===== src/hw/rtl/four_band_tone_chord_decoder_assert.svh =====
// Assertion macros for the four-band tone chord decoder.
`ifndef FOUR_BAND_TONE_CHORD_DECODER_ASSERT_SVH
`define FOUR_BAND_TONE_CHORD_DECODER_ASSERT_SVH

`ifndef ASSERT_OFF

// Same-cycle implication
`define ASSERT_IMPLIES(name, clk, rst, ante, cons) \
   name: assert property (@(posedge clk) disable iff (rst) (ante) |-> (cons)) \
      else $error("same-cycle implication failed");

// Next-cycle implication
`define ASSERT_NEXT(name, clk, rst, ante, cons) \
   name: assert property (@(posedge clk) disable iff (rst) (ante) |=> (cons)) \
      else $error("next-cycle implication failed");

`else

`define ASSERT_IMPLIES(name, clk, rst, ante, cons)
`define ASSERT_NEXT(name, clk, rst, ante, cons)

`endif

`endif


===== src/hw/rtl/ftcd_pkg.sv =====
// Shared constants, types and helpers of the four-band tone chord decoder.
`timescale 1ns / 1ps
`default_nettype none

package ftcd_pkg;

   // Field widths
   localparam int FREQ_W     = 20;
   localparam int NUM_BANDS  = 4;
   localparam int NUM_LANES  = 4;
   localparam int TONE_W     = 4;
   localparam int WORD_W     = NUM_LANES * TONE_W;
   localparam int REQ_W      = NUM_LANES * FREQ_W;
   localparam int CSR_ADDR_W = 3;

   // Datapath widths
   localparam int STEP_W = 17;              // floor((2^20-1)/15) fits in 17 bits
   localparam int OFF_W  = FREQ_W + 1;      // signed f - low
   localparam int NUM_W  = FREQ_W + 2;      // 2*off + step
   localparam int PROD_W = STEP_W + TONE_W; // idx * step
   localparam int DIFF_W = PROD_W + 2;      // signed off - idx*step

   // Pipeline depth of a lane: front, setup, one stage per quotient bit, check, hit
   localparam int LANE_STAGES = TONE_W + 4;

   // Detection tolerance, Q16.4 Hz
   localparam int TOLERANCE = 800;

   localparam logic [TONE_W-1:0] TONE_MAX = TONE_W'(15);

   // Divide by 15 through a reciprocal: exact for all 20-bit spans
   localparam int               RECIP_SHIFT = 23;
   localparam logic [FREQ_W-1:0] RECIP_15   = FREQ_W'(559241);

   // Register address decode: bit 0 picks low or high edge, upper bits the band
   localparam logic CSR_SEL_LOW  = 1'b0;
   localparam logic CSR_SEL_HIGH = 1'b1;

   // Reset band edges, band 0 in the lowest element
   localparam logic [NUM_BANDS-1:0][FREQ_W-1:0] BAND_LOW_RST =
      {20'd112000, 20'd80000, 20'd48000, 20'd16000};
   localparam logic [NUM_BANDS-1:0][FREQ_W-1:0] BAND_HIGH_RST =
      {20'd136000, 20'd104000, 20'd72000, 20'd40000};

   typedef struct packed {
      logic [FREQ_W-1:0] low;
      logic [FREQ_W-1:0] high;
      logic [STEP_W-1:0] step;
   } band_cfg_type;

   typedef band_cfg_type [NUM_BANDS-1:0] band_tbl_type;

   // What one lane found for its frequency in every band
   typedef struct packed {
      logic [NUM_BANDS-1:0]             hit;
      logic [NUM_BANDS-1:0][TONE_W-1:0] tone;
   } lane_res_type;

   function automatic logic [STEP_W-1:0] div15(input logic [FREQ_W-1:0] x);
      logic [2*FREQ_W-1:0] prod;
      prod = {{FREQ_W{1'b0}}, x} * {{FREQ_W{1'b0}}, RECIP_15};
      return prod[RECIP_SHIFT +: STEP_W];
   endfunction

endpackage

`default_nettype wire


===== src/hw/rtl/ftcd_merge.sv =====
// Merge stage: checks band order across lanes and builds the result word.
`timescale 1ns / 1ps
`default_nettype none

module ftcd_merge (
   input  logic                                            clock,
   input  logic                                            out_en,
   input  ftcd_pkg::lane_res_type [ftcd_pkg::NUM_LANES-1:0] lanes,
   output logic [ftcd_pkg::WORD_W-1:0]                     word,
   output logic                                            ok
);
   import ftcd_pkg::*;

   logic [NUM_LANES-1:0] lane_ok;
   logic [NUM_LANES-1:0] earlier;
   logic [WORD_W-1:0]    word_raw;
   logic [WORD_W-1:0]    word_in, word_ff;
   logic                 ok_in, ok_ff;

   // First accepting band must be the lane's own band
   always_comb begin
      for (int i = 0; i < NUM_LANES; i++) begin
         earlier[i] = 1'b0;
         for (int j = 0; j < i; j++) begin
            earlier[i] = earlier[i] | lanes[i].hit[j];
         end
         lane_ok[i]                 = lanes[i].hit[i] && !earlier[i];
         word_raw[i*TONE_W +: TONE_W] = lanes[i].tone[i];
      end
      ok_in   = &lane_ok;
      word_in = ok_in ? word_raw : '0;
   end

   // Output register
   always_ff @(posedge clock) begin
      if (out_en) begin
         word_ff <= word_in;
         ok_ff   <= ok_in;
      end
   end

   assign word = word_ff;
   assign ok   = ok_ff;

endmodule

`default_nettype wire


===== config.mk =====
export PLATFORM = sky130hd
export DESIGN_NAME = ftcd_merge
export DESIGN_NICKNAME = d
export VERILOG_FILES = /design/src/hw/rtl/four_band_tone_chord_decoder_assert.svh /design/src/hw/rtl/ftcd_pkg.sv /design/src/hw/rtl/ftcd_merge.sv
export SDC_FILE = /design/constraint.sdc
export NUM_CORES = 1
export LEC_CHECK = 0
export BUFFER_PORTS_ARGS = -buffer_cell sky130_fd_sc_hd__buf_4
export CAP_MARGIN = 10
export CORE_MARGIN = 2
export CORE_UTILIZATION = 29
export CTS_CLUSTER_DIAMETER = 120
export DETAILED_ROUTE_END_ITERATION = 8
export PLACE_DENSITY = 0.75
export SLEW_MARGIN = 20
export SYNTH_ARGS = -nofsm -noshare
export SYNTH_HDL_FRONTEND = slang
export SYNTH_SLANG_ARGS = --single-unit

===== constraint.sdc =====
create_clock -name clock -period 1.5 [get_ports clock]
set_input_delay 0.3 -clock clock [delete_from_list [all_inputs] [get_ports clock]]
set_output_delay 0.3 -clock clock [all_outputs]
set_load 0.02 [all_outputs]

-- After elaboration in Yosys (flattened, before gate mapping)
Index checks and enable logic that the tools add are counted.
- input port bits: 82
- output and inout bits: 17
- register bits: 17
- bitwise gates (word level): 3
- reduce and logical (&&, ||, !) cells: 7
- operators with widths (operator ; count):
    4-bit AND reduction ; 1
    1-bit logical AND ; 3
    1-bit logical NOT ; 3
    1-bit bitwise OR ; 3

-- Logic depth before layout (Yosys ltp)
- depth after elaboration: 5
- depth in mapped cells: 4
- gate-level depth less buffers: 2

-- Worst setup path after synthesis
No wires, ideal clock.
- kind: in2reg
- start: in lanes[77] in the netlist's numbering
- end: reg word_ff[0] (netlist: word[0]) (data pin)
- stages: 4
- data required time: 1.329 ns
- path slack: 0.039 ns
- data arrival time: 1.290 ns
- path buffers: 2
- path through: or4b_1 buf_6 buf_12 nor4_2
- word-level cells in the longest chain between the ends: 5
- ends and longest elaborated chain (what ; RTL line ; RTL):
    from (decl) ; ftcd_merge.sv:8 ; input ftcd_pkg::lane_res_type [ftcd_pkg::NUM_LANES-1:0] lanes,
    1-bit bitwise OR (2 in a row) ; ftcd_merge.sv:25 ; earlier[i] = earlier[i] | lanes[i].hit[j];
    1-bit logical NOT ; ftcd_merge.sv:27 ; lane_ok[i] = lanes[i].hit[i] && !earlier[i];
    1-bit logical AND ; ftcd_merge.sv:27 ;
    4-bit AND reduction ; ftcd_merge.sv:30 ; ok_in = &lane_ok;
    to (signal assigned) ; ftcd_merge.sv:37 ; word_ff <= word_in;
    to (decl) ; ftcd_merge.sv:17 ; logic [WORD_W-1:0] word_in, word_ff;
No other way between the ends.
A chain may end at the register's enable or synchronous reset.

-- Worst setup path in the final report
- start: in lanes[77] in the netlist's numbering
- end: reg word_ff[1] (netlist: word[1]) (data pin)
The elaborated chain is that of the path after synthesis.

==> run summary <==
Port bufs: 44
Synth Register Bits: 17
Post-synth top cells: edfxtp_1 (17), inv_1 (16), nor4_2 (8)
Post-synthesis sequential area ratio: 62.9%
TritonCTS buffer count: 3
Wirelength, routed: 1.67 mm
# rows: 19
Die ar.: 3240 µm²
Filler instances: 259
Finish-stage setup viols: 0
DR WL/cell: 12.3 µm
Synthesized net count: 140
Post-Syn Area: 812 µm²
Worst hold path type: in2reg
Starting Density: 30.0%
Antenna violations before repair: 0
Primary FF master, synth: edfxtp_1
CORE AREA: 2710 µm²
Run status: finished clean
Dpl ws: -0.0856 ns
Synth top area cells: edfxtp_1 (63%), nor4_2 (12%), inv_1 (7.4%)
CP max stage delay: 0.53 ns
RSZ-0062 raised after global routing: no
Crit path time final: 1.27 ns
Top-count cell post-synth: edfxtp_1
Grt ovf: 0
Post-synth EDFFs: 17
Cells after synthesis: 58
FFs w/ async S/R, synth: 0%
Number of global-route vias before repair: 577
GP Congestion: 0.725
Fin Hold WS: 0.361 ns
CTS Sinks: 17
Die H: 56.9 µm
Die W: 56.9 µm
Worst-Margin Slew: 0.265 ns
CTS tree: done
Area Growth Syn to Fin: 46.7%
Layout cells sized above 1: 58.1%
Crit. End Element: flip-flop
Antenna cell count: 0
Layout Nets: 188
Number of setup buffers added after CTS: 0
Worst setup SP type: primary input
Area leader, netlist: edfxtp_1
Design Area, Final: 1190 µm²
DR pass1 iterations: 3
Cts hold-fix bufs: 0
Synth Warn #: 0
Max frequency: 787 MHz
Syn_area_per_cell: 14.0 µm²
Post-synth top area share: 62.9%
Peak supply drop: 0.378 mV
Crit-path cells: buf_4, or4b_1, buf_4, nor4_2
GRT Resource Usage Total: 10.4%
Num ports: 99
Reg clk slew, reported paths: 0.10 ns
Total design power: 0.000962 W
Post-DP HPWL: 1.26 mm
Worst endpoint required time: 1.61 ns
First-pass GRT wire length: 2.59 mm
Worst rel slew slack: 82.3%
Max_cap viols: 0
CTS resizes: 0
Leakage: 0.507 nW
Fin. Hold Viols: 0
Root buf cell: clkbuf_4
1st-iter DRT viols: 7
Drc violations: 0
Pwr dens: 807 nW/µm²
Tcrit/Tclk final: 84.7%
Final Max Tran Viols: 0
Vias: 617
Post-layout util: 44.0%
Yosys cell types: 13
Worst Slack Setup Final: 0.230 ns
Area after DPL: 1160 µm²
Vias per cell: 4.54
Crit Path Category: in2reg
Largest net degree at the start of global routing: 18
Most used cell, CP: buf_4
Crit-path slowest cell: or4b_1
Longest Clk Path Bufs: 2
DRT antenna net count: 0
H-Tree Depth: 1
Worst-path fanout max: 10
Arr. time, crit path: 1.38 ns
## cell type report
type	instances	area (µm²)	share of cell area, %
sequential	17	510	42.9
clock inverter	1	5.00	0.420
clock buffer	3	22.5	1.89
timing repair buffer	48	360	30.3
inverter	16	60.1	5.04
multi-input combinational	20	194	16.3
tap	31	38.8	3.26
## critical path, delay by kind of cell
kind / cells / cell delay, ns
buffers and inverters: 2 / 0.32
and+or+nand+nor: 2 / 0.77
## per-layer routing
layer	wire [µm]	GRT usage [%]
met4	50	6.31
met5	0	0
met2	836	17.1
met3	113	1.38
met1	666	13.0
## path summary, 6_finish.rpt
path / endpoint / cells after the start / startpoint / slack (ns)
setup / recovery: word[1] / 4 / lanes[77] / 0.23
hold / removal: word[14] / 3 / lanes[74] / 0.36
## report_power, final
| part | total [W] | leakage [nW] | switching [W] | internal, W |
|---|---|---|---|---|
| clock | 0.000243 | 0.0177 | 0.000144 | 0.0000989 |
| sequential | 0.000551 | 0.161 | 0.00000735 | 0.000544 |
| combinational | 0.000168 | 0.328 | 0.0000845 | 0.0000832 |
## per-stage QoR
| stage | TNS, ns | instances |
|---|---|---|
| after global routing | 0 | 136 |
| after CTS | 0 | 136 |
| final | 0 | 136 |
| after floorplan | 0 | 58 |
| after detailed placement | -0.549 | 132 |
| after global placement | -0.452 | 132 |
## registers in the layout (all words and copies together) (netlist names)
signal  count
ok          1
word       16
## logic make-up after synthesis
| logic type | share of synthesized area (%) |
|---|---|
| and+or+nand+nor | 23.9 |
| DFF | 62.9 |
| buffers and inverters | 13.3 |
## layout by cell type, fill, tap and decap left out
cell type / count
nand2_1: 1
nor4_2: 8
nor4_4: 1
clkinv_2: 1
clkbuf_4: 3
or4b_1: 2
nor4_1: 7
inv_1: 16
edfxtp_1: 17
nor3_1: 1
buf_4: 48
Note: power is estimated with default switching activity, not from simulation.
