$ cat config.mk
export PLATFORM = sky130hd
export DESIGN_NAME = ftcd_band_regs
export DESIGN_NICKNAME = d
export VERILOG_FILES = /design/src/hw/rtl/four_band_tone_chord_decoder_assert.svh /design/src/hw/rtl/ftcd_pkg.sv /design/src/hw/rtl/ftcd_band_regs.sv
export SDC_FILE = /design/constraint.sdc
export NUM_CORES = 1
export LEC_CHECK = 0
export ABC_CLOCK_PERIOD_IN_PS = 10800
export BUFFER_PORTS_ARGS = -buffer_cell sky130_fd_sc_hd__buf_2
export CORE_ASPECT_RATIO = 0.7
export CORE_MARGIN = 10
export CORE_UTILIZATION = 40
export CTS_BUF_LIST = sky130_fd_sc_hd__clkbuf_16
export DETAILED_ROUTE_END_ITERATION = 7
export HOLD_SLACK_MARGIN = 0.06
export PLACE_DENSITY_LB_ADDON = 0.12
export SYNTH_ARGS = -nofsm -noshare
export SYNTH_HDL_FRONTEND = slang
export SYNTH_SLANG_ARGS = --single-unit
$ cat constraint.sdc
create_clock -name clock -period 10.8 [get_ports clock]
set_input_delay 1.62 -clock clock [delete_from_list [all_inputs] [get_ports clock]]
set_output_delay 1.62 -clock clock [all_outputs]
set_load 0.005 [all_outputs]
$ cat src/hw/rtl/four_band_tone_chord_decoder_assert.svh
// Assertion macros for the four-band tone chord decoder.
`ifndef FOUR_BAND_TONE_CHORD_DECODER_ASSERT_SVH
`define FOUR_BAND_TONE_CHORD_DECODER_ASSERT_SVH

`ifndef ASSERT_OFF

// Same-cycle implication
`define ASSERT_IMPLIES(name, clk, rst, ante, cons) \
   name: assert property (@(posedge clk) disable iff (rst) (ante) |-> (cons)) \
      else $error("same-cycle implication failed");

// Next-cycle implication
`define ASSERT_NEXT(name, clk, rst, ante, cons) \
   name: assert property (@(posedge clk) disable iff (rst) (ante) |=> (cons)) \
      else $error("next-cycle implication failed");

`else

`define ASSERT_IMPLIES(name, clk, rst, ante, cons)
`define ASSERT_NEXT(name, clk, rst, ante, cons)

`endif

`endif

$ cat src/hw/rtl/ftcd_pkg.sv
// Shared constants, types and helpers of the four-band tone chord decoder.
`timescale 1ns / 1ps
`default_nettype none

package ftcd_pkg;

   // Field widths
   localparam int FREQ_W     = 20;
   localparam int NUM_BANDS  = 4;
   localparam int NUM_LANES  = 4;
   localparam int TONE_W     = 4;
   localparam int WORD_W     = NUM_LANES * TONE_W;
   localparam int REQ_W      = NUM_LANES * FREQ_W;
   localparam int CSR_ADDR_W = 3;

   // Datapath widths
   localparam int STEP_W = 17;              // floor((2^20-1)/15) fits in 17 bits
   localparam int OFF_W  = FREQ_W + 1;      // signed f - low
   localparam int NUM_W  = FREQ_W + 2;      // 2*off + step
   localparam int PROD_W = STEP_W + TONE_W; // idx * step
   localparam int DIFF_W = PROD_W + 2;      // signed off - idx*step

   // Pipeline depth of a lane: front, setup, one stage per quotient bit, check, hit
   localparam int LANE_STAGES = TONE_W + 4;

   // Detection tolerance, Q16.4 Hz
   localparam int TOLERANCE = 800;

   localparam logic [TONE_W-1:0] TONE_MAX = TONE_W'(15);

   // Divide by 15 through a reciprocal: exact for all 20-bit spans
   localparam int               RECIP_SHIFT = 23;
   localparam logic [FREQ_W-1:0] RECIP_15   = FREQ_W'(559241);

   // Register address decode: bit 0 picks low or high edge, upper bits the band
   localparam logic CSR_SEL_LOW  = 1'b0;
   localparam logic CSR_SEL_HIGH = 1'b1;

   // Reset band edges, band 0 in the lowest element
   localparam logic [NUM_BANDS-1:0][FREQ_W-1:0] BAND_LOW_RST =
      {20'd112000, 20'd80000, 20'd48000, 20'd16000};
   localparam logic [NUM_BANDS-1:0][FREQ_W-1:0] BAND_HIGH_RST =
      {20'd136000, 20'd104000, 20'd72000, 20'd40000};

   typedef struct packed {
      logic [FREQ_W-1:0] low;
      logic [FREQ_W-1:0] high;
      logic [STEP_W-1:0] step;
   } band_cfg_type;

   typedef band_cfg_type [NUM_BANDS-1:0] band_tbl_type;

   // What one lane found for its frequency in every band
   typedef struct packed {
      logic [NUM_BANDS-1:0]             hit;
      logic [NUM_BANDS-1:0][TONE_W-1:0] tone;
   } lane_res_type;

   function automatic logic [STEP_W-1:0] div15(input logic [FREQ_W-1:0] x);
      logic [2*FREQ_W-1:0] prod;
      prod = {{FREQ_W{1'b0}}, x} * {{FREQ_W{1'b0}}, RECIP_15};
      return prod[RECIP_SHIFT +: STEP_W];
   endfunction

endpackage

`default_nettype wire

$ cat src/hw/rtl/ftcd_band_regs.sv
// Band edge registers and the derived tone step of each band.
`timescale 1ns / 1ps
`default_nettype none

module ftcd_band_regs (
   input  logic                            clock,
   input  logic                            reset,
   input  logic                            csr_we,
   input  logic [ftcd_pkg::CSR_ADDR_W-1:0] csr_addr,
   input  logic [ftcd_pkg::FREQ_W-1:0]     csr_wdata,
   output ftcd_pkg::band_tbl_type          bands
);
   import ftcd_pkg::*;

   logic [NUM_BANDS-1:0][FREQ_W-1:0] low_ff;
   logic [NUM_BANDS-1:0][FREQ_W-1:0] high_ff;
   logic [NUM_BANDS-1:0][STEP_W-1:0] step_ff;
   logic [NUM_BANDS-1:0][STEP_W-1:0] step_in;
   logic [FREQ_W-1:0]                span;

   // Register writes
   always_ff @(posedge clock) begin
      if (reset) begin
         low_ff  <= BAND_LOW_RST;
         high_ff <= BAND_HIGH_RST;
      end else if (csr_we) begin
         unique case (csr_addr[0])
            CSR_SEL_LOW:  low_ff[csr_addr[CSR_ADDR_W-1:1]]  <= csr_wdata;
            CSR_SEL_HIGH: high_ff[csr_addr[CSR_ADDR_W-1:1]] <= csr_wdata;
            default:      ;
         endcase
      end
   end

   // Step = floor(span / 15); an inverted band has span 0
   always_comb begin
      span = '0;
      for (int b = 0; b < NUM_BANDS; b++) begin
         span       = (high_ff[b] >= low_ff[b]) ? (high_ff[b] - low_ff[b]) : '0;
         step_in[b] = div15(span);
      end
   end

   always_ff @(posedge clock) begin
      step_ff <= step_in;
   end

   always_comb begin
      for (int b = 0; b < NUM_BANDS; b++) begin
         bands[b].low  = low_ff[b];
         bands[b].high = high_ff[b];
         bands[b].step = step_ff[b];
      end
   end

endmodule

`default_nettype wire

* Yosys cells after proc, flatten, opt, wreduce, memory -nomap -nowiden
Index checks and enable logic that the tools add are counted.
** Word-level totals
- Word-level logic and storage cells :: 38
- Bits in registers :: 228
- Output and inout port bits :: 228
** Operators by class
- $add $sub $neg :: 4
- Multiply operators :: 4
- Reductions and logical operators :: 3
- $lt $le $gt $ge :: 6
- Bitwise logic cells :: 1
- Multiplexer cells :: 8
** Operators with widths (count)
- 80-bit bitwise mux :: 2
- 20-bit by 20-bit multiplier with 40-bit output (second input constant) :: 4
- 20-bit two-way mux :: 5
- 20-bit greater-or-equal comparator :: 4
- 20-bit subtractor :: 4
- 20-bit demux with 2-bit select :: 1
- 2-bit AND reduction :: 2
- 2-bit by 3-bit < comparator with 1-bit output (second input constant) :: 1
- 2-bit by 1-bit greater-or-equal comparator with 1-bit output (second input constant) :: 1
- 1-bit logical AND :: 1
- 1-bit inverter :: 1

* Logic depth before layout (Yosys ltp)
- Depth in word-level cells :: 5
- Depth in mapped cells :: 35
- Gate-level depth less buffers :: 34

* Worst setup path after synthesis
OpenSTA, ideal clock, no wires.
- Path type :: reg-to-reg
- Start point :: register high_ff, in the netlist bands[188]
- End point :: register step_ff, in the netlist bands[185]
- Setup slack :: 3.522 ns
- Arrival :: 7.206 ns
- Library setup time :: 0.072 ns
- Buffers on the path :: 1
- Required time :: 10.728 ns
- Stages on the path, launching flop included :: 35
- Clock period less this slack :: 7.278 ns
- Cells stage by stage :: dfxtp_1 inv_1 ha_1 inv_1 fa_1 a21o_1 a21oi_1 a21oi_1 o21ai_1 a21boi_0 o21ai_0 and2_1 clkbuf_1 nor2_1 ha_1 inv_1 fa_1 inv_1 fa_1 inv_1 fa_1 inv_1 ha_1 ha_1 ha_1 a21o_1 a21o_1 a21oi_1 o21ai_1 or4_1 o21bai_1 o31ai_4 a211o_1 a21oi_1 xnor2_1
** RTL lines
- start, declared :: line ftcd_band_regs.sv:16 : logic [NUM_BANDS-1:0][FREQ_W-1:0] high_ff;
- start signal, assigned by index :: line ftcd_band_regs.sv:29 : CSR_SEL_HIGH: high_ff[csr_addr[CSR_ADDR_W-1:1]] <= csr_wdata;
- end signal, assigned :: line ftcd_band_regs.sv:45 : step_ff <= step_in;
- end, declared :: line ftcd_band_regs.sv:17 : logic [NUM_BANDS-1:0][STEP_W-1:0] step_ff;

==> metrics.md <==
| Metric | Value |
|---|---|
| Initial DRC count | `1,393` |
| CTS Buffer Depth | `3` |
| Critical-path maximum fanout | `11` |
| Share of cells above drive strength 1 | `10.2%` |
| Fillers | `6,157` |
| All-Layer GR Usage | `20.7%` |
| RSZ-0062 raised after global routing | `false` |
| Hold depth | `2` |
| CTS buffer count | `28` |
| Max-cap violations | `0` |
| Yosys reg bits | `228` |
| Yosys cell types | `69` |
| Vias in the first global route | `20,400` |
| Crit end category | `register` |
| Run status | `finished clean` |
| Reg2reg path depth | `32` |
| Sequential share of the synthesized area | `18.3%` |
| Placer Congestion | `0.904` |
| Worst-Margin Slew | `1330 ps` |
| Initial Utilization | `40.4%` |
| Area Overhead vs Synth | `12.0%` |
| Synth warn | `0` |
| Cell area after synthesis | `0.0249 mm²` |
| Hold EP | `bands[111]$_SDFFE_PP0P_` |
| Global-route wire length before repair | `121,000 µm` |
| Cell Rows | `76` |
| Post-DP HPWL | `65,400 µm` |
| Slowest cell on crit path | `or4_1` |
| Endpoints failing hold | `0` |
| Reg-to-Reg End | `bands[187]$_DFF_P_` |
| Area of the multi-input gates | `0.0187 mm²` |
| F_max | `0.124 GHz` |
| LEAKAGE | `0.0153 µW` |
| Pwr dens | `273 mW/mm²` |
| EDFF count, synth | `0` |
| Remaining DRCs | `0` |
| Initial antenna violation count | `7` |
| Placed cell count | `3,874` |
| Clock Latency Late Sink | `590 ps` |
| Clock root buffer | `clkbuf_16` |
| Dominant synthesized flop cell | `dfxtp_1` |
| Min-delay src | `bands[111]$_SDFFE_PP0P_` |
| CTS clk-pin slew, worst paths | `60 ps` |
| Hold-fix buffer count after cts | `0` |
| Die Height | `229 µm` |
| Fin nets | `3,871` |
| Register area | `0.00456 mm²` |
| GRT overflow | `0` |
| FF-to-FF Start | `bands[208]$_SDFFE_PP0P_` |
| Max reg flops | `228` |
| Final setup vio count | `0` |
| Post-route insts no fill | `3,926` |
| VDD IR-drop max | `0.258 mV` |
| Vias | `20,800` |
| Die area | `0.0728 mm²` |
| Cts repair resizes | `0` |
| Syn Area/Cell | `8.68 µm²` |
| Largest net degree at the start of global routing | `96` |
| Wire per inst | `19.6 µm` |
| Crit path kind | `register to register` |
| H-tree levels | `1` |
| Post-CTS Setup Repair Bufs | `0` |
| Skew final | `9.14 ps` |
| CTS tree | `built` |
| Die W | `318 µm` |
| Port bufs | `253` |
| Synthesized net count | `3,656` |
| R2r setup slk | `2750 ps` |
| Tcrit/Tclk final | `74.5%` |
| Relative slew slack | `10.2%` |
| Hold Path Class | `register to register` |
| Ports | `254` |
| First-pass iteration count of the detailed router | `5` |
| Final WL | `77,000 µm` |
| Crit path required time | `11,280 ps` |
| Post-DRT Antenna Nets | `0` |
| Ys async rst share | `0%` |
| CP peak stage delay | `520 ps` |
| Core Region | `0.0616 mm²` |
| Critical path data arrival time | `8530 ps` |
| CTS sink count | `228` |
| Sum of negative setup slack | `0 ps` |
| Synth Instances | `2,870` |
| Critical path launch point type | `register` |
| Vias per inst | `5.29` |
| Tmin final | `8050 ps` |
| Slew Limit Fails | `0` |
## routing by layer
layer / vias to the layer above / routed length [µm] / share of wire, % / global-route usage, %
li1: 10300 / - / - / -
met1: 9898 / 40500 / 53 / 31.8
met2: 503 / 30500 / 40 / 29.3
met3: 60 / 4920 / 6.4 / 4.29
met4: 6 / 1130 / 1.5 / 2.93
met5: - / 45 / 0.058 / 0
## how the worst max path moves through the flow
stage | startpoint | to | depth (start not counted)
after floorplan | bands[188]$_SDFFE_PP0P_ | bands[185]$_DFF_P_ | 34
after global placement | bands[188]$_SDFFE_PP0P_ | bands[187]$_DFF_P_ | 33
after detailed placement | bands[188]$_SDFFE_PP0P_ | bands[187]$_DFF_P_ | 33
after CTS | bands[188]$_SDFFE_PP0P_ | bands[187]$_DFF_P_ | 33
after global routing | bands[188]$_SDFFE_PP0P_ | bands[187]$_DFF_P_ | 33
final | bands[208]$_SDFFE_PP0P_ | bands[187]$_DFF_P_ | 32
## power breakdown
part | switching (µW) | total (µW) | internal (µW)
Combinational | 3180 | 5590 | 2410
Clock | 414 | 994 | 580
Sequential | 37.3 | 1040 | 1010
Total | 3630 | 7620 | 4000
## Yosys cell counts, drive strengths merged, types with 12 or more instances
master	count	share of area [%]
nand2b	12	0.30
a21oi	240	4.9
and2	22	0.55
o21ai	66	1.3
xor2	41	1.4
inv	365	5.5
nand2	373	5.6
a211o	23	0.81
fa	144	12
o21bai	14	0.42
dfxtp	228	18
and3	18	0.45
nand4	27	0.68
nand3b	31	0.93
xnor2	70	2.5
nor2b	18	0.45
nor2	142	2.1
nor3	41	0.82
a21o	101	3.0
o21a	24	0.72
a31oi	14	0.35
ha	616	31
clkbuf	76	1.2
nand3	32	0.64
## placed cells by master, fill, tap and decap left out, drive strengths merged, types with 5 or more instances in the layout
master   count
o2111ai      5
ha         616
nor2b       18
o21a        24
a21o       101
a21oi      240
buf        263
a21boi      11
o211ai       6
inv        370
xor2        41
nand4       27
nand2b      12
clkinv      10
clkbuf      29
o21bai      14
and4        11
or3         11
nand2      373
nor4         9
and2        22
fa         144
o31a         5
a211o       23
xnor2       70
nor3        41
a31oi       14
nor2       142
and3        18
o21ai       66
nand3b      31
dfxtp      228
nand3       32
a211oi       8
a221oi       9
## worst max-delay path: cells and delay by family (launching register included)
kind	cells	cell delay, ps
adders and majority gates	9	3270
DFF	1	360
buffers and inverters	5	270
xor gates and xnor gates	1	150
and+or+nand+nor	3	1080
AOI/OAI and AO/OA	14	2810
## layout make-up
| type | count | share of cell area [%] |
|---|---|---|
| multi-input cells | 2199 | 66.9 |
| flip-flops and latches | 228 | 16.4 |
| inverters | 365 | 4.91 |
| repair buffers | 263 | 4.81 |
| well taps | 819 | 3.67 |
| clock buffers | 29 | 2.60 |
| clock inverters | 22 | 0.775 |
| diodes | 1 | 0.00896 |
## cells by family (layout without fill, tap and decap cells)
logic type,count (synthesis),count (layout),share of synthesized area (%)
AO/OA/AOI/OAI,563,563,14.3
AND/OR/NAND/NOR,763,763,14.0
buffers and inverters,443,679,6.81
multiplexers,2,2,0.0804
other,0,1,0
adder cells (fa/ha/maj),760,760,42.5
flip-flops,228,228,18.3
XOR/XNOR,111,111,3.90
## metrics by stage
stage	utilization, %	total power, µW	hold slack, ps	setup WS, ps	cell area [µm²]
6_report	45.3	7620	471	2750	27900
5_1_grt	45.3	8570	489	2190	27900
4_1_cts	45.3	7690	473	2790	27900
3_5_place_dp	43.8	6590	463	2860	27000
3_3_place_gp	43.8	6590	456	3040	27000
2_1_floorplan	-	5160	465	3520	24900
No activity file was read; power rests on OpenSTA's default activity.
