[config.mk]
export PLATFORM = sky130hd
export DESIGN_NAME = ftcd_lane
export DESIGN_NICKNAME = d
export VERILOG_FILES = /design/src/hw/rtl/four_band_tone_chord_decoder_assert.svh /design/src/hw/rtl/ftcd_pkg.sv /design/src/hw/rtl/ftcd_lane.sv
export SDC_FILE = /design/constraint.sdc
export NUM_CORES = 2
export LEC_CHECK = 0
export ABC_AREA = 1
export BUFFER_PORTS_ARGS = -buffer_cell sky130_fd_sc_hd__buf_2
export CORE_MARGIN = 2
export CORE_UTILIZATION = 45
export CTS_BUF_LIST = sky130_fd_sc_hd__clkbuf_16
export DETAILED_ROUTE_END_ITERATION = 8
export SLEW_MARGIN = 10
export SYNTH_ARGS = -nofsm -noshare
export SYNTH_HDL_FRONTEND = slang
export SYNTH_SLANG_ARGS = --single-unit
export TNS_END_PERCENT = 1
[constraint.sdc]
create_clock -name clock -period 11.2 [get_ports clock]
set_clock_uncertainty 0.2 [all_clocks]
set_input_delay 1.12 -clock clock [delete_from_list [all_inputs] [get_ports clock]]
set_output_delay 1.12 -clock clock [all_outputs]
set_load 0.01 [all_outputs]
[src/hw/rtl/four_band_tone_chord_decoder_assert.svh]
// Assertion macros for the four-band tone chord decoder.
`ifndef FOUR_BAND_TONE_CHORD_DECODER_ASSERT_SVH
`define FOUR_BAND_TONE_CHORD_DECODER_ASSERT_SVH

`ifndef ASSERT_OFF

// Same-cycle implication
`define ASSERT_IMPLIES(name, clk, rst, ante, cons) \
   name: assert property (@(posedge clk) disable iff (rst) (ante) |-> (cons)) \
      else $error("same-cycle implication failed");

// Next-cycle implication
`define ASSERT_NEXT(name, clk, rst, ante, cons) \
   name: assert property (@(posedge clk) disable iff (rst) (ante) |=> (cons)) \
      else $error("next-cycle implication failed");

`else

`define ASSERT_IMPLIES(name, clk, rst, ante, cons)
`define ASSERT_NEXT(name, clk, rst, ante, cons)

`endif

`endif

[src/hw/rtl/ftcd_pkg.sv]
// Shared constants, types and helpers of the four-band tone chord decoder.
`timescale 1ns / 1ps
`default_nettype none

package ftcd_pkg;

   // Field widths
   localparam int FREQ_W     = 20;
   localparam int NUM_BANDS  = 4;
   localparam int NUM_LANES  = 4;
   localparam int TONE_W     = 4;
   localparam int WORD_W     = NUM_LANES * TONE_W;
   localparam int REQ_W      = NUM_LANES * FREQ_W;
   localparam int CSR_ADDR_W = 3;

   // Datapath widths
   localparam int STEP_W = 17;              // floor((2^20-1)/15) fits in 17 bits
   localparam int OFF_W  = FREQ_W + 1;      // signed f - low
   localparam int NUM_W  = FREQ_W + 2;      // 2*off + step
   localparam int PROD_W = STEP_W + TONE_W; // idx * step
   localparam int DIFF_W = PROD_W + 2;      // signed off - idx*step

   // Pipeline depth of a lane: front, setup, one stage per quotient bit, check, hit
   localparam int LANE_STAGES = TONE_W + 4;

   // Detection tolerance, Q16.4 Hz
   localparam int TOLERANCE = 800;

   localparam logic [TONE_W-1:0] TONE_MAX = TONE_W'(15);

   // Divide by 15 through a reciprocal: exact for all 20-bit spans
   localparam int               RECIP_SHIFT = 23;
   localparam logic [FREQ_W-1:0] RECIP_15   = FREQ_W'(559241);

   // Register address decode: bit 0 picks low or high edge, upper bits the band
   localparam logic CSR_SEL_LOW  = 1'b0;
   localparam logic CSR_SEL_HIGH = 1'b1;

   // Reset band edges, band 0 in the lowest element
   localparam logic [NUM_BANDS-1:0][FREQ_W-1:0] BAND_LOW_RST =
      {20'd112000, 20'd80000, 20'd48000, 20'd16000};
   localparam logic [NUM_BANDS-1:0][FREQ_W-1:0] BAND_HIGH_RST =
      {20'd136000, 20'd104000, 20'd72000, 20'd40000};

   typedef struct packed {
      logic [FREQ_W-1:0] low;
      logic [FREQ_W-1:0] high;
      logic [STEP_W-1:0] step;
   } band_cfg_type;

   typedef band_cfg_type [NUM_BANDS-1:0] band_tbl_type;

   // What one lane found for its frequency in every band
   typedef struct packed {
      logic [NUM_BANDS-1:0]             hit;
      logic [NUM_BANDS-1:0][TONE_W-1:0] tone;
   } lane_res_type;

   function automatic logic [STEP_W-1:0] div15(input logic [FREQ_W-1:0] x);
      logic [2*FREQ_W-1:0] prod;
      prod = {{FREQ_W{1'b0}}, x} * {{FREQ_W{1'b0}}, RECIP_15};
      return prod[RECIP_SHIFT +: STEP_W];
   endfunction

endpackage

`default_nettype wire

[src/hw/rtl/ftcd_lane.sv]
// One decoding lane: matches a frequency against all bands in a pipeline.
`timescale 1ns / 1ps
`default_nettype none

module ftcd_lane #(
   parameter int TOLERANCE = ftcd_pkg::TOLERANCE
) (
   input  logic                             clock,
   input  logic [ftcd_pkg::LANE_STAGES-1:0] stage_en,
   input  logic [ftcd_pkg::FREQ_W-1:0]      freq,
   input  ftcd_pkg::band_tbl_type           bands,
   output ftcd_pkg::lane_res_type           res
);
   import ftcd_pkg::*;

   localparam logic [NUM_W-1:0]         TOL_N = NUM_W'(TOLERANCE);
   localparam logic signed [DIFF_W-1:0] TOL_D = DIFF_W'(TOLERANCE);

   typedef struct packed {
      logic signed [OFF_W-1:0] off;
      logic                    rng;
   } front_type;

   typedef struct packed {
      logic signed [OFF_W-1:0] off;
      logic                    rng;
      logic                    zero;
      logic                    sat;
      logic [NUM_W-1:0]        rem;
      logic [TONE_W-1:0]       quo;
   } div_type;

   typedef struct packed {
      logic                     rng;
      logic [TONE_W-1:0]        idx;
      logic signed [DIFF_W-1:0] diff;
   } chk_type;

   front_type [NUM_BANDS-1:0]           front_ff, front_in;
   div_type   [NUM_BANDS-1:0][TONE_W:0] div_ff, div_in;
   chk_type   [NUM_BANDS-1:0]           chk_ff, chk_in;
   lane_res_type                        res_ff, res_in;

   // Front: offset from the lowest tone and the widened band window
   always_comb begin
      for (int b = 0; b < NUM_BANDS; b++) begin
         front_in[b].off = $signed({1'b0, freq}) - $signed({1'b0, bands[b].low});
         front_in[b].rng = (({2'b0, freq} + TOL_N) >= {2'b0, bands[b].low}) &&
                           ({2'b0, freq} <= ({2'b0, bands[b].high} + TOL_N));
      end
   end

   // Setup: numerator 2*off + step, saturation when the quotient reaches 16;
   // then restoring division by 2*step, one quotient bit per stage, MSB first
   always_comb begin
      for (int b = 0; b < NUM_BANDS; b++) begin
         div_in[b][0].off  = front_ff[b].off;
         div_in[b][0].rng  = front_ff[b].rng;
         div_in[b][0].zero = front_ff[b].off[OFF_W-1] || (front_ff[b].off == '0) ||
                             (bands[b].step == '0);
         div_in[b][0].rem  = {1'b0, front_ff[b].off[OFF_W-2:0], 1'b0} +
                             NUM_W'(bands[b].step);
         div_in[b][0].sat  = div_in[b][0].rem >= (NUM_W'(bands[b].step) << (TONE_W + 1));
         div_in[b][0].quo  = '0;
         for (int k = 1; k <= TONE_W; k++) begin
            div_in[b][k] = div_ff[b][k-1];
            if (div_ff[b][k-1].rem >= (NUM_W'(bands[b].step) << (TONE_W - k + 1))) begin
               div_in[b][k].rem = div_ff[b][k-1].rem -
                                  (NUM_W'(bands[b].step) << (TONE_W - k + 1));
               div_in[b][k].quo[TONE_W-k] = 1'b1;
            end
         end
      end
   end

   // Tone index and distance to the nominal tone frequency
   always_comb begin
      for (int b = 0; b < NUM_BANDS; b++) begin
         chk_in[b].rng  = div_ff[b][TONE_W].rng;
         chk_in[b].idx  = div_ff[b][TONE_W].zero ? '0 :
                          div_ff[b][TONE_W].sat  ? TONE_MAX : div_ff[b][TONE_W].quo;
         chk_in[b].diff = DIFF_W'(div_ff[b][TONE_W].off) -
                          $signed({2'b0, PROD_W'(chk_in[b].idx) * PROD_W'(bands[b].step)});
      end
   end

   // Band accepts when inside the window and within tolerance of its tone
   always_comb begin
      for (int b = 0; b < NUM_BANDS; b++) begin
         res_in.hit[b]  = chk_ff[b].rng && (chk_ff[b].diff >= -TOL_D) &&
                          (chk_ff[b].diff <= TOL_D);
         res_in.tone[b] = chk_ff[b].idx;
      end
   end

   // Stage registers, each held while it is full and its successor is full and stalled
   always_ff @(posedge clock) begin
      if (stage_en[0]) begin
         front_ff <= front_in;
      end
      for (int k = 0; k <= TONE_W; k++) begin
         if (stage_en[k+1]) begin
            for (int b = 0; b < NUM_BANDS; b++) begin
               div_ff[b][k] <= div_in[b][k];
            end
         end
      end
      if (stage_en[TONE_W+2]) begin
         chk_ff <= chk_in;
      end
      if (stage_en[TONE_W+3]) begin
         res_ff <= res_in;
      end
   end

   assign res = res_ff;

endmodule

`default_nettype wire

=== Word-level counts from Yosys, hierarchy flattened ===
Index checks and enable logic that the tools add are counted.

* Memories: 0
* Register bits after elaboration: 1092
* Input bits: 257
* Word-level logic and storage cells: 266
* Memory bits (read-only): 0
* Bits in latches: 0
* RAM bits: 0

* Shift operators: 0
* Equal/unequal tests: 0
* Div/mod/pow operators: 0
* Reduce and logical (&&, ||, !) cells: 28
* Bitwise gates (word level): 0
* $add $sub $neg: 29
* Multipliers: 4
* Multiplexer cells: 20
* Magnitude comparators: 36

{| class="wikitable"
|+ Operators by type and width
! cell !! count
|-
| $mux 22 || 8
|-
| $ge 22x20->1 || 7
|-
| $add 20x10->21 const B || 5
|-
| $ge 23x11->1 const B || 4
|-
| $le 23x11->1 const B || 4
|-
| $mux 23 || 4
|-
| $sub 21x22->23 || 4
|-
| $add 21x17->22 || 4
|-
| $ge 22x18->1 || 4
|-
| $ge 22x19->1 || 4
|-
| $ge 22x21->1 || 4
|-
| $ge 22x22->1 || 4
|-
| $sub 22x19->22 || 4
|-
| $sub 22x20->22 || 4
|-
| $sub 22x21->22 || 4
|-
| $le 20x21->1 || 4
|-
| $logic_not 21->1 || 4
|-
| $mul 4x17->21 || 4
|-
| $sub 20x20->21 || 4
|-
| $logic_not 17->1 || 4
|-
| $mux 4 || 8
|-
| $ge 21x20->1 || 1
|-
| $logic_and 1x1->1 || 12
|-
| $logic_or 1x1->1 || 8
|}

=== Logic depth before layout (Yosys ltp) ===
* Depth after elaboration: 4
* Depth in mapped cells: 30

=== Least setup slack after synthesis ===
Ideal clock, no wire load.

* Path kind: input to register
* Start point: in bands[2] in the netlist's numbering
* End point: reg chk_ff[19] in the netlist's numbering, data pin
* Arrival: 4.720 ns
* Cell stages on the path: 22
* Required time: 10.747 ns
* Path slack: 6.027 ns
* Setup time: 0.253 ns
* Cells stage by stage: inv_1 > nor2_1 > fa_1 > inv_1 > fa_1 > inv_1 > ha_1 > inv_1 > o21ai_0 > nand2_1 > nand2_1 > nand2_1 > nand2_1 > nand2_1 > nand3_1 > nand2_1 > ha_1 > nand2_1 > nor4_1 > o21ai_0 > nand4_1 > nand2_1

{| class="wikitable"
|+ RTL lines
! what !! line !! RTL
|-
| from (decl) || ftcd_lane.sv:11 || <nowiki>input ftcd_pkg::band_tbl_type bands,</nowiki>
|-
| to (signal assigned) || ftcd_lane.sv:109 || <nowiki>chk_ff <= chk_in;</nowiki>
|-
| to (decl) || ftcd_lane.sv:41 || <nowiki>chk_type [NUM_BANDS-1:0] chk_ff, chk_in;</nowiki>
|}

==> results by group <==
Run status
  – Outcome: finished, final reports clean

Synth
  – Ys flop type: edfxtp_1
  – #FFs+latches synth: 1092
  – Synthesized area: 80780 um2
  – Synth area leaders: edfxtp_1, nand2_1, ha_1, inv_1, nor2_1
  – Async set or reset register ratio after synthesis: 0
  – Top cell type's share of synthesized area: 0.4059
  – Most common cell in the netlist: nand2_1
  – Cells after Synth: 9895
  – Post-synth EDFFs: 1092
  – Syn Nets: 11110
  – Post-synth cell types: 45
  – Avg Cell Area, Syn: around 8 um2
  – Seq/Total Area, Yosys: 0.4059
  – Most frequent cells after synthesis: nand2_1, inv_1, edfxtp_1
  – Synth Warn #: 0
  – Cell accounting for the most synthesized area: edfxtp_1

CTS
  – Number of CTS-inserted buffers: roughly 120
  – CTS resizes: 0
  – CTS tree: built
  – CTS clk-pin slew, worst paths: around 0.070 ns
  – Clock Sinks: 1092
  – Post-CTS setup buffer count: 0
  – Clock root cell: clkbuf_16
  – Clk Latency, worst-skew pair: 0.79 ns
  – CTS Hold Bufs: 0
  – CTS Buffer Depth: 3
  – H-tree depth: 3

Floorplan
  – Die Footprint: around 180000 um2
  – Core ar.: 178400 um2
  – I/O pins: 277
  – Row cnt: approximately 160
  – Die Ht: approximately 430 um
  – Die Span X: about 430 um
  – Initial Utilization: 0.4528

GRT
  – Global-route wire length before repair: 391700 um
  – Largest net degree at the start of global routing: 79
  – Vias in the first global route: 66270
  – Initial antenna violation count: 27
  – Total grt overflow: 0
  – All-Layer GR Usage: 0.2808

Layout
  – Post-layout util: 0.5009
  – Share of cells above drive strength 1: 0.05321
  – Post-layout net count: 11490
  – Cell area after layout: 89360 um2
  – Fillers: between 15000 and 20000
  – Syn-to-layout area delta: 10.62%

Route
  – Avg Vias per Cell: 5.317
  – TritonRoute pass-1 iters: 6
  – Starting DRC count in detailed routing: ~5000
  – ANT nets after route: 0
  – Via count: 67760
  – Final wirelength: 258600 um
  – Residual DRC: 0
  – Routed wire per std cell: 20.29 um

Timing
  – Final setup vio count: 0
  – Fin crit share: 0.5528
  – RSZ-0062 raised after global routing: no
  – Setup TNS: 0 ns
  – Headroom to the max-slew limit: 0.1893
  – Fmax: about 160 MHz
  – WHS: 0.1669 ns
  – Max-slew violation count: 0
  – Crit path time final: 6.191 ns
  – Hold Vio Cnt, Final: 0
  – Worst-Margin Slew: approximately 1.2 ns

Placement
  – GP Congestion: between 0.9 and 1
  – Area post-placement: 85110 um2
  – Post-DP HPWL: 205000 um
  – IO buf count: 276

Power and ir drop
  – Sequential power share: 0.349
  – Worst vdd ir: 150.6 uV
  – Comb pwr share: 0.409
  – Switching share of total power: 0.4044
  – Internal Pwr Total: a little over 10 mW
  – LEAKAGE: 43.04 nW
  – Switch Pwr: ~7 mW
  – PwrDens: about 190 nW/um2
  – Clock power share: 0.243

Worst hold path
  – Hold WC Path Type: reg -> reg

Worst setup path
  – Critical Path End Type: flop
  – Critical Path Fanout Max: 15
  – Req. time, crit path: 11.55 ns
  – Arrival time of the worst setup path: 6.54 ns
  – Crit start category: flop
  – Crit Path Class: reg -> reg

Job
  – # Max-Cap Violations: 0
[through the flow]
step | total power, mW | setup slack [ns] | cells
4_1_cts | 17.33 | 5.091 | 12730
3_5_place_dp | 13.06 | 4.988 | 12500
5_1_grt | 18.52 | 4.538 | 12740
3_3_place_gp | 13.03 | 4.991 | 12500
2_1_floorplan | 10.88 | 6.027 | 9895
6_report | 17.26 | 5.009 | 12740
[sequential cells by signal, summed over array words and instances, names as in the netlist]
| register | flops |
|---|---|
| chk_ff | 112 |
| chk_in | 4 |
| div_ff | 868 |
| div_in | 88 |
| res | 20 |
[worst paths after layout]
| path | from | end | slack (ns) | cells after the start |
|---|---|---|---|---|
| worst max-delay path | div_ff[476] | chk_ff[47] | 5.01 | 24 |
| worst min-delay path | div_ff[179] | div_ff[229] | 0.17 | 0 |
| worst max register to register | div_ff[476] | chk_ff[47] | 5.01 | 24 |
| worst min register to register | div_ff[179] | div_ff[229] | 0.17 | 0 |
[cell type report]
| class | count | area (um2) | area share |
|---|---|---|---|
| Clock inverter | 108 | 1189 | 0.01330 |
| Sequential cell | 1092 | 32790 | 0.3669 |
| Inverter | 1447 | 5431 | 0.06078 |
| Tap cell | 2355 | 2947 | 0.03297 |
| Antenna cell | 14 | 35.03 | 0.0003920 |
| Multi-Input combinational cell | 7298 | 42270 | 0.4730 |
| Clock buffer | 121 | 3028 | 0.03388 |
| Timing Repair Buffer | 308 | 1674 | 0.01873 |
[power by group through the flow]
stage               Combinational (mW)  Sequential (mW)  Clock, mW
finish                            7.05             6.01       4.19
global route                      7.99             6.09       4.45
CTS                               7.01             6.02       4.30
detailed placement                6.97             6.10          0
global placement                  6.94             6.09          0
floorplan                         5.03             5.85          0
[cell families (layout without fill, tap and decap cells)]
logic type               count (synthesis)  after routing  synth area share
buffers and inverters                 1505           1984           0.07083
adder cells (fa/ha/maj)                961            961            0.1622
AO/OA/AOI/OAI                         1047           1047           0.06959
AND/OR/NAND/NOR                       4933           4933            0.2527
other                                    0             14                 0
flip-flops                            1092           1092            0.4059
XOR/XNOR                               357            357           0.03871
[critical path: stages (launching register included)]
cell	delay [ns]
edfxtp_1	0.43
o21ai_1	0.89
inv_1	0.40
nand2_1	0.20
fa_1	0.17
inv_1	0.05
fa_1	0.59
inv_1	0.07
fa_1	0.46
inv_1	0.09
nand2_1	0.06
o21ai_0	0.35
nand2_1	0.09
nand2_1	0.12
nand2_1	0.06
nand2_1	0.09
xnor2_1	0.07
ha_1	0.38
nand2_1	0.12
nor2_1	0.27
inv_1	0.11
nor3_1	0.35
nand3_1	0.17
nand4_1	0.12
nand2_1	0.06
[layout by cell type, fill, tap and decap left out, types with 7 or more instances in the layout]
cell type | Yosys | final
edfxtp_1 | 1092 | 1092
clkinv_4 | 0 | 17
xnor2_1 | 117 | 117
o21bai_1 | 56 | 56
clkinvlp_4 | 0 | 19
ha_1 | 817 | 817
a21boi_0 | 11 | 11
nand3_1 | 573 | 573
nand2_1 | 2997 | 2997
clkbuf_16 | 0 | 121
nor4_1 | 67 | 67
nand4_1 | 179 | 179
o211ai_1 | 8 | 8
bufinv_16 | 0 | 14
inv_1 | 1440 | 1446
nor2_1 | 860 | 860
o21ai_0 | 275 | 275
or2_2 | 8 | 8
and2_1 | 21 | 21
xor2_1 | 240 | 240
and3_1 | 8 | 8
inv_6 | 0 | 15
nor3b_1 | 8 | 8
fa_1 | 144 | 144
nand3b_1 | 55 | 55
o21a_1 | 15 | 15
buf_4 | 6 | 33
clkinv_1 | 0 | 14
nor3_1 | 143 | 143
diode_2 | 0 | 14
inv_2 | 7 | 7
a21o_1 | 36 | 36
o21ai_1 | 12 | 12
a21oi_1 | 610 | 610
clkinv_2 | 0 | 14
buf_2 | 28 | 269
[layer usage]
layer / global-route usage / part of all wire / vias to the layer above
met5: 0 / 0.00021 / -
met4: 0.09959 / 0.039 / 8
met1: 0.3648 / 0.44 / 31950
met3: 0.03223 / 0.047 / 458
met2: 0.4830 / 0.48 / 1754
li1: - / - / 33590
(Power assumes the default switching activity.)
